===== src/rtl/core/tab_pkg.sv =====
// ----------------------------------------------------------------------------
// tab_pkg
// Shared types, widths and helpers for the tinted alpha blend pixel block.
// ----------------------------------------------------------------------------
package tab_pkg;

    localparam int CH_W    = 8;                // one color or alpha channel
    localparam int PROD_W  = 2 * CH_W;         // 8x8 product
    localparam int NUM_W   = 3 * CH_W;         // blend numerator, <= 255 * 65025
    localparam int DEN_W   = 2 * CH_W;         // blend denominator, <= 65025
    localparam int NUM_CH  = 3;                // red, green, blue lanes
    localparam int CFG_IDX_W = 3;

    localparam logic [CH_W-1:0] CH_MAX = {CH_W{1'b1}};

    // Configuration register indexes
    typedef enum logic [CFG_IDX_W-1:0] {
        REG_TINT_RED   = 3'd0,
        REG_TINT_GREEN = 3'd1,
        REG_TINT_BLUE  = 3'd2,
        REG_TINT_ALPHA = 3'd3
    } cfg_reg_t;

    // One stage of the shared-denominator restoring divider
    typedef struct packed {
        logic [NUM_CH-1:0][NUM_W-1:0] rem;
        logic [NUM_CH-1:0][CH_W-1:0]  quo;
        logic [DEN_W-1:0]             den;
        logic [CH_W-1:0]              alpha;
    } div_stage_t;

    // floor(x / 255), exact for every 8x8 product
    function automatic logic [CH_W-1:0] div255(input logic [PROD_W-1:0] x);
        logic [PROD_W:0] t;
        t = {1'b0, x} + {{(CH_W+1){1'b0}}, x[PROD_W-1:CH_W]} + (PROD_W+1)'(1);
        return t[PROD_W-1:CH_W];
    endfunction

endpackage


===== src/rtl/core/tinted_alpha_blend_pixel.sv =====
// ----------------------------------------------------------------------------
// tinted_alpha_blend_pixel
// Tinted source-over compositing of one RGBA8 pixel pair per beat.
// ----------------------------------------------------------------------------
// Throughput: one pixel per cycle while m_ready holds; 12 register stages,
// 8 of them the one-bit-per-stage divider that resolves the blend quotient.
// Stages advance independently, so bubbles collapse under output back-pressure.
// Reset (aresetn low, synchronous): pipeline emptied, tint registers set to 255.
// ----------------------------------------------------------------------------
module tinted_alpha_blend_pixel
    import tab_pkg::*;
(
    input  logic                 aclk,
    input  logic                 aresetn,

    // Configuration write port
    input  logic                 cfg_wr_en,
    input  logic [CFG_IDX_W-1:0] cfg_wr_index,
    input  logic [CH_W-1:0]      cfg_wr_data,

    // Input pixel pair
    input  logic                 s_valid,
    output logic                 s_ready,
    input  logic [CH_W-1:0]      s_src_red,
    input  logic [CH_W-1:0]      s_src_green,
    input  logic [CH_W-1:0]      s_src_blue,
    input  logic [CH_W-1:0]      s_src_alpha,
    input  logic [CH_W-1:0]      s_dst_red,
    input  logic [CH_W-1:0]      s_dst_green,
    input  logic [CH_W-1:0]      s_dst_blue,
    input  logic [CH_W-1:0]      s_dst_alpha,

    // Blended result
    output logic                 m_valid,
    input  logic                 m_ready,
    output logic [CH_W-1:0]      m_out_red,
    output logic [CH_W-1:0]      m_out_green,
    output logic [CH_W-1:0]      m_out_blue,
    output logic [CH_W-1:0]      m_out_alpha
);

    localparam int QW = CH_W;   // quotient bits, one divider stage each

    // ------------------------------------------------------------------
    // Tint registers
    // ------------------------------------------------------------------
    logic [CH_W-1:0] tint_red_reg, tint_green_reg, tint_blue_reg, tint_alpha_reg;

    always_ff @(posedge aclk) begin
        if (!aresetn) begin
            tint_red_reg   <= CH_MAX;
            tint_green_reg <= CH_MAX;
            tint_blue_reg  <= CH_MAX;
            tint_alpha_reg <= CH_MAX;
        end else if (cfg_wr_en) begin
            unique case (cfg_reg_t'(cfg_wr_index))
                REG_TINT_RED:   tint_red_reg   <= cfg_wr_data;
                REG_TINT_GREEN: tint_green_reg <= cfg_wr_data;
                REG_TINT_BLUE:  tint_blue_reg  <= cfg_wr_data;
                REG_TINT_ALPHA: tint_alpha_reg <= cfg_wr_data;
                default: ;   // drop writes past the register list
            endcase
        end
    end

    // ------------------------------------------------------------------
    // Per-stage advance: a stage loads when it is empty or its successor
    // loads. The last divider stage is the output register.
    // ------------------------------------------------------------------
    logic          v1_reg, v2_reg, v3_reg, v4_reg;
    logic          ce1, ce2, ce3, ce4;
    logic [QW-1:0] div_v_reg;
    logic [QW-1:0] div_ce;

    assign ce4     = !v4_reg || div_ce[0];
    assign ce3     = !v3_reg || ce4;
    assign ce2     = !v2_reg || ce3;
    assign ce1     = !v1_reg || ce2;
    assign s_ready = ce1;

    always_ff @(posedge aclk) begin
        if (!aresetn) begin
            v1_reg <= 1'b0;
            v2_reg <= 1'b0;
            v3_reg <= 1'b0;
            v4_reg <= 1'b0;
        end else begin
            if (ce1) v1_reg <= s_valid;
            if (ce2) v2_reg <= v1_reg;
            if (ce3) v3_reg <= v2_reg;
            if (ce4) v4_reg <= v3_reg;
        end
    end

    // ------------------------------------------------------------------
    // Stage 1: raw tint products s * t
    // ------------------------------------------------------------------
    logic [NUM_CH-1:0][PROD_W-1:0] s1_col_prod_reg;
    logic [PROD_W-1:0]             s1_alpha_prod_reg;
    logic [NUM_CH-1:0][CH_W-1:0]   s1_dst_reg;
    logic [CH_W-1:0]               s1_dst_alpha_reg;

    always_ff @(posedge aclk) begin
        if (ce1) begin
            s1_col_prod_reg[0] <= PROD_W'(s_src_red)   * PROD_W'(tint_red_reg);
            s1_col_prod_reg[1] <= PROD_W'(s_src_green) * PROD_W'(tint_green_reg);
            s1_col_prod_reg[2] <= PROD_W'(s_src_blue)  * PROD_W'(tint_blue_reg);
            s1_alpha_prod_reg  <= PROD_W'(s_src_alpha) * PROD_W'(tint_alpha_reg);
            s1_dst_reg[0]      <= s_dst_red;
            s1_dst_reg[1]      <= s_dst_green;
            s1_dst_reg[2]      <= s_dst_blue;
            s1_dst_alpha_reg   <= s_dst_alpha;
        end
    end

    // ------------------------------------------------------------------
    // Stage 2: scale products back to 8 bits, floor(p / 255)
    // ------------------------------------------------------------------
    logic [NUM_CH-1:0][CH_W-1:0] s2_src_reg;
    logic [CH_W-1:0]             s2_a_reg;
    logic [NUM_CH-1:0][CH_W-1:0] s2_dst_reg;
    logic [CH_W-1:0]             s2_da_reg;

    always_ff @(posedge aclk) begin
        if (ce2) begin
            for (int c = 0; c < NUM_CH; c++) begin
                s2_src_reg[c] <= div255(s1_col_prod_reg[c]);
            end
            s2_a_reg   <= div255(s1_alpha_prod_reg);
            s2_dst_reg <= s1_dst_reg;
            s2_da_reg  <= s1_dst_alpha_reg;
        end
    end

    // ------------------------------------------------------------------
    // Stage 3: blend weights and first-level products, output alpha
    // ------------------------------------------------------------------
    logic [CH_W-1:0]   s2_inv;
    logic [CH_W:0]     s2_alpha_sum;
    logic [CH_W-1:0]   s3_alpha_next;

    assign s2_inv        = CH_MAX - s2_a_reg;
    assign s2_alpha_sum  = {1'b0, s2_da_reg} + {1'b0, s2_a_reg};
    // saturate the alpha sum at full coverage
    assign s3_alpha_next = s2_alpha_sum[CH_W] ? CH_MAX : s2_alpha_sum[CH_W-1:0];

    logic [NUM_CH-1:0][PROD_W-1:0] s3_sa_reg;     // s * a
    logic [NUM_CH-1:0][PROD_W-1:0] s3_dd_reg;     // d * da
    logic [NUM_CH-1:0][CH_W-1:0]   s3_dst_reg;
    logic [PROD_W-1:0]             s3_a255_reg;   // a * 255
    logic [PROD_W-1:0]             s3_dainv_reg;  // da * (255 - a)
    logic [CH_W-1:0]               s3_inv_reg;
    logic                          s3_a_zero_reg;
    logic [CH_W-1:0]               s3_alpha_reg;

    always_ff @(posedge aclk) begin
        if (ce3) begin
            for (int c = 0; c < NUM_CH; c++) begin
                s3_sa_reg[c] <= PROD_W'(s2_src_reg[c]) * PROD_W'(s2_a_reg);
                s3_dd_reg[c] <= PROD_W'(s2_dst_reg[c]) * PROD_W'(s2_da_reg);
            end
            s3_dst_reg    <= s2_dst_reg;
            s3_a255_reg   <= {s2_a_reg, {CH_W{1'b0}}} - PROD_W'(s2_a_reg);
            s3_dainv_reg  <= PROD_W'(s2_da_reg) * PROD_W'(s2_inv);
            s3_inv_reg    <= s2_inv;
            s3_a_zero_reg <= (s2_a_reg == '0);
            s3_alpha_reg  <= s3_alpha_next;
        end
    end

    // ------------------------------------------------------------------
    // Stage 4: numerators and shared denominator.
    // A fully transparent source divides the destination by one so it
    // passes through the divider unchanged (the blend would divide by zero
    // when the destination alpha is zero as well).
    // ------------------------------------------------------------------
    div_stage_t div_in_next;
    div_stage_t div_in_reg;

    always_comb begin
        for (int c = 0; c < NUM_CH; c++) begin
            div_in_next.rem[c] = NUM_W'({s3_sa_reg[c], {CH_W{1'b0}}})
                               - NUM_W'(s3_sa_reg[c])
                               + NUM_W'(s3_dd_reg[c]) * NUM_W'(s3_inv_reg);
            div_in_next.quo[c] = '0;
        end
        div_in_next.den   = s3_a255_reg + s3_dainv_reg;
        div_in_next.alpha = s3_alpha_reg;
        if (s3_a_zero_reg) begin
            for (int c = 0; c < NUM_CH; c++) begin
                div_in_next.rem[c] = NUM_W'(s3_dst_reg[c]);
            end
            div_in_next.den = DEN_W'(1);
        end
    end

    always_ff @(posedge aclk) begin
        if (ce4) div_in_reg <= div_in_next;
    end

    // ------------------------------------------------------------------
    // Stages 5..12: restoring divider, one quotient bit per stage, MSB
    // first. The quotient is a weighted mean of two 8-bit values, so the
    // numerator is always below 256 * den and 8 bits suffice.
    // ------------------------------------------------------------------
    div_stage_t div_reg [QW];

    for (genvar k = 0; k < QW; k++) begin : g_div
        div_stage_t       stage_in;
        div_stage_t       stage_next;
        logic             stage_v_in;
        logic [NUM_W-1:0] den_shift;

        if (k == 0) begin : g_first
            assign stage_in   = div_in_reg;
            assign stage_v_in = v4_reg;
        end else begin : g_rest
            assign stage_in   = div_reg[k-1];
            assign stage_v_in = div_v_reg[k-1];
        end

        if (k == QW - 1) begin : g_last
            assign div_ce[k] = !div_v_reg[k] || m_ready;
        end else begin : g_mid
            assign div_ce[k] = !div_v_reg[k] || div_ce[k+1];
        end

        assign den_shift = NUM_W'(stage_in.den) << (QW - 1 - k);

        always_comb begin
            stage_next = stage_in;
            for (int c = 0; c < NUM_CH; c++) begin
                if (stage_in.rem[c] >= den_shift) begin
                    stage_next.rem[c] = stage_in.rem[c] - den_shift;
                    stage_next.quo[c] = {stage_in.quo[c][QW-2:0], 1'b1};
                end else begin
                    stage_next.quo[c] = {stage_in.quo[c][QW-2:0], 1'b0};
                end
            end
        end

        always_ff @(posedge aclk) begin
            if (!aresetn) begin
                div_v_reg[k] <= 1'b0;
            end else if (div_ce[k]) begin
                div_v_reg[k] <= stage_v_in;
            end
        end

        always_ff @(posedge aclk) begin
            if (div_ce[k]) div_reg[k] <= stage_next;
        end
    end

    // ------------------------------------------------------------------
    // Output beat straight from the last divider stage
    // ------------------------------------------------------------------
    assign m_valid     = div_v_reg[QW-1];
    assign m_out_red   = div_reg[QW-1].quo[0];
    assign m_out_green = div_reg[QW-1].quo[1];
    assign m_out_blue  = div_reg[QW-1].quo[2];
    assign m_out_alpha = div_reg[QW-1].alpha;

    // ------------------------------------------------------------------
    // Assertions
    // ------------------------------------------------------------------
    // A taking sink must never back-pressure the input.
    a_ready_follows_sink: assert property (@(posedge aclk) disable iff (!aresetn)
        m_ready |-> s_ready)
        else $error("input stalled while output sink is ready");

    // The divider never sees a zero denominator.
    a_den_nonzero: assert property (@(posedge aclk) disable iff (!aresetn)
        v4_reg |-> (div_in_reg.den != '0))
        else $error("zero blend denominator entered divider");

    // The transparent bypass must divide by one.
    a_bypass_den: assert property (@(posedge aclk) disable iff (!aresetn)
        (v3_reg && ce4 && s3_a_zero_reg) |=> (div_in_reg.den == DEN_W'(1)))
        else $error("transparent pixel not routed through unit divide");

    // Final remainders are below the denominator, so every quotient is exact.
    a_rem_below_den: assert property (@(posedge aclk) disable iff (!aresetn)
        m_valid |-> ((div_reg[QW-1].rem[0] < NUM_W'(div_reg[QW-1].den))
                  && (div_reg[QW-1].rem[1] < NUM_W'(div_reg[QW-1].den))
                  && (div_reg[QW-1].rem[2] < NUM_W'(div_reg[QW-1].den))))
        else $error("blend quotient overflowed 8 bits");

endmodule


===== config.mk =====
export PLATFORM = sky130hd
export DESIGN_NAME = tinted_alpha_blend_pixel
export DESIGN_NICKNAME = d
export VERILOG_FILES = /design/src/rtl/core/tab_pkg.sv /design/src/rtl/core/tinted_alpha_blend_pixel.sv
export SDC_FILE = /design/constraint.sdc
export NUM_CORES = 2
export LEC_CHECK = 0
export ABC_AREA = 1
export ABC_CLOCK_PERIOD_IN_PS = 33700
export BUFFER_PORTS_ARGS = -buffer_cell sky130_fd_sc_hd__buf_4
export CAP_MARGIN = 10
export CORE_AREA = 2 2 664 666
export CTS_CLUSTER_DIAMETER = 80
export DETAILED_ROUTE_END_ITERATION = 6
export DIE_AREA = 0 0 666 668
export PLACE_DENSITY = 0.45
export SYNTH_ARGS = -nofsm -noshare
export SYNTH_HDL_FRONTEND = slang
export SYNTH_SLANG_ARGS = --single-unit
export TNS_END_PERCENT = 50

===== constraint.sdc =====
create_clock -name aclk -period 33.7 [get_ports aclk]
set_clock_uncertainty 0.2 [all_clocks]
set_input_delay 1.685 -clock aclk [delete_from_list [all_inputs] [get_ports aclk]]
set_output_delay 1.685 -clock aclk [all_outputs]
set_load 0.02 [all_outputs]

==> impl_metrics.ini <==
[worst_setup_path]
crit_type = in2out
start_kind = primary input
reg2reg_to = div_in_reg[94]$_SDFFCE_PP0P_
required_ns = 31.81
crit_buf_inv = 4
slowest_stage = nand4_1
slowest_delay_ns = 0.79
cp_common_cell = buf_4
crit_family = simple AND/OR/NAND/NOR gates
worstPathCellList = buf_4 -> inv_1 -> nand4_4 -> nor3_2 -> nand4_1 -> buf_4 -> nor2_2 -> nand4_1 -> buf_4
reg2regPathDepth = 19
cp.arrival_ns = 4.89
reg2reg_from = s3_inv_reg[3]$_DFFE_PP_
critPathCaptureType = output pin
crit_path_max_fanout = 33
reg2reg_slack_ns = 27.89

[synth]
syn-num-nets = 14800
synth_area_per_cell_sq_um = 8.44
seq_area_frac_synth = 0.342
synth_fa_ha_area_frac = 0.255
ys_types = 61
syn_inst = 12900
yosys.area_share.simple = 0.198
muxShareOfSynthArea = 0
ys_ff_latch = 1257
synth_area_sq_mm = 0.109
synth_compound_area_frac = 0.0716
synth_warnings = 0
async_reset_ff_frac = 0
synth_top_family_by_area = adder cells
synthFlopType = edfxtp_1
synth_edf_count = 1213
synth_xor_area_frac = 0.0333

[floorplanning]
start_util = 0.250
dieArea_sq_mm = 0.445
num_rows = 243
die_h_um = 668
core_sq_mm = 0.437
io_pins = 114
die_w_um = 666

[detailed_routing]
wl_per_cell_um = 16.6
drc_errors = 0
via_per_inst = 4.32
vias = 81200
antenna_left = 0
drt_iter0_drc = 4389
firstDrtPassIters = 6
routed_wl_mm = 311

[grt]
grt_pass1_wl_mm = 484
track_usage = 0.139
overflow = 0
antenna_found_initial = 5
grt_pass1_vias = 83400
grt_max_degree = 72

[worst_hold_path]
holdCritPathClass = reg2reg
hold_depth = 0
min_from = div_reg[0][246]$_DFFE_PP_
whs_endpoint = div_reg[0][366]$_DFFE_PP_

[clock_network]
cts-root-buf = clkbuf_16
clk_pin_slew_ns = 0.06
cts_setup_buffers = 0
cts_tree = done
clock_latency_ns = 0.91
clock_sinks = 1257
cts.path.max_buffers = 4
cts_hold_buf = 0
cts_inserted_buffers = 164
h-tree-depth = 4
cts_resized = 0

[cells_and_area]
most-common-layout-cells = 3594 x nand2_1, 2378 x inv_1, 1213 x edfxtp_1
largest_reg_flops = 788
fin_util = 0.277
area_growth_pct = 11.1
layout-drive-gt1-share = 0.0445
final_common_cell = nand2_1
nets = 14700

[sta]
setup_viol_count_final = 0
finalMaxSlewViolations = 0
max_freq_ghz = 0.148
period_needed_ns = 6.77
timing.final.crit_share = 0.201
timing.final.ws_setup_ns = 26.93
hold_viol_final = 0
final.setup.tns_ns = 0
relSlewSlack = 0.337
rsz0062_at_grt = no
worst_pin_slew_ns = 0.988

[place]
io_buffers = 113
gp_congestion = 0.903
dp_hpwl_mm = 253
pre_cts_slack_ns = 26.64

[flow_run]
maxCapViolations = 0

[outcome]
status = complete, no violations
worst register-to-register path, stage by stage (launching register included):
cell	delay [ns]
edfxtp_1	0.32
buf_4	0.53
nand2_1	0.29
fa_1	0.57
inv_1	0.06
fa_1	0.55
fa_1	0.43
fa_1	0.49
inv_1	0.05
fa_1	0.47
inv_1	0.04
ha_1	0.34
a21oi_1	0.20
nor2_1	0.07
nor2_1	0.22
nor2_1	0.07
nor3_1	0.27
nand3_1	0.22
nor2_1	0.14
nor2_1	0.06
final cells by class:
| type | count | area (sq um) |
|---|---|---|
| Timing Repair Buffer | 163 | 1240 |
| Tap cell | 5757 | 7200 |
| Fill cell | 47300 | 316000 |
| Inverter | 2404 | 9050 |
| Clock buffer | 185 | 4250 |
| Multi-Input combinational cell | 8910 | 61000 |
| Clock inverter | 110 | 1230 |
| Sequential cell | 1257 | 37300 |
| Antenna cell | 3 | 7.51 |
synthesized netlist by cell type, drive strengths merged (16+ instances only):
library cell	n	area [sq um]
o21bai	35	263
xor2	252	2210
nor2	834	3170
nand3b	35	263
o21ai	489	2560
nand3	511	2620
dfxtp	44	881
nor4	16	100
nand2	3616	13600
a21o	59	443
edfxtp	1213	36400
a31oi	23	150
inv	2398	9010
ha	1011	12600
a21oi	717	3720
nor3	113	597
o21a	35	264
nand4	164	1050
clkbuf	200	835
fa	758	15200
xnor2	163	1430
buf	163	1050
worst max path at each step:
stage	from	endpoint	slack, ns	depth (start not counted)
after floorplan	m_ready	s_ready	20.51	6
after global placement	m_ready	s_ready	26.64	9
after detailed placement	m_ready	s_ready	26.64	9
after CTS	m_ready	s_ready	26.64	9
after global routing	m_ready	s_ready	26.65	9
final	m_ready	s_ready	26.93	9
metal layers:
layer  track usage  routed length (um)  vias to the layer above
met2         0.249              153000                     1103
li1              -                   -                    41200
met1         0.174              138000                    38500
met5             0                   0                        -
met3        0.0132                8250                      395
met4        0.0502               12000                        0
kinds of logic (layout without fill, tap and decap cells):
logic type	count (synthesis)	in the layout
other cells	0	3
fa+ha+maj	1769	1769
simple gates	5318	5318
flops	1257	1257
compound gates	1408	1408
xor+xnor	415	415
buf+inv	2767	2862
per-stage QoR:
stage | cells | hold WS, ns | cell area [sq um]
floorplan | 12900 | 0.200 | 109000
global placement | 18500 | 0.200 | 116000
detailed placement | 18500 | 0.205 | 116000
CTS | 18800 | 0.213 | 121000
global route | 18800 | 0.217 | 121000
finish | 18800 | 0.214 | 121000
Power is not shown: default switching activity piles up to over one toggle a cycle in this logic, so the estimate is an artifact.
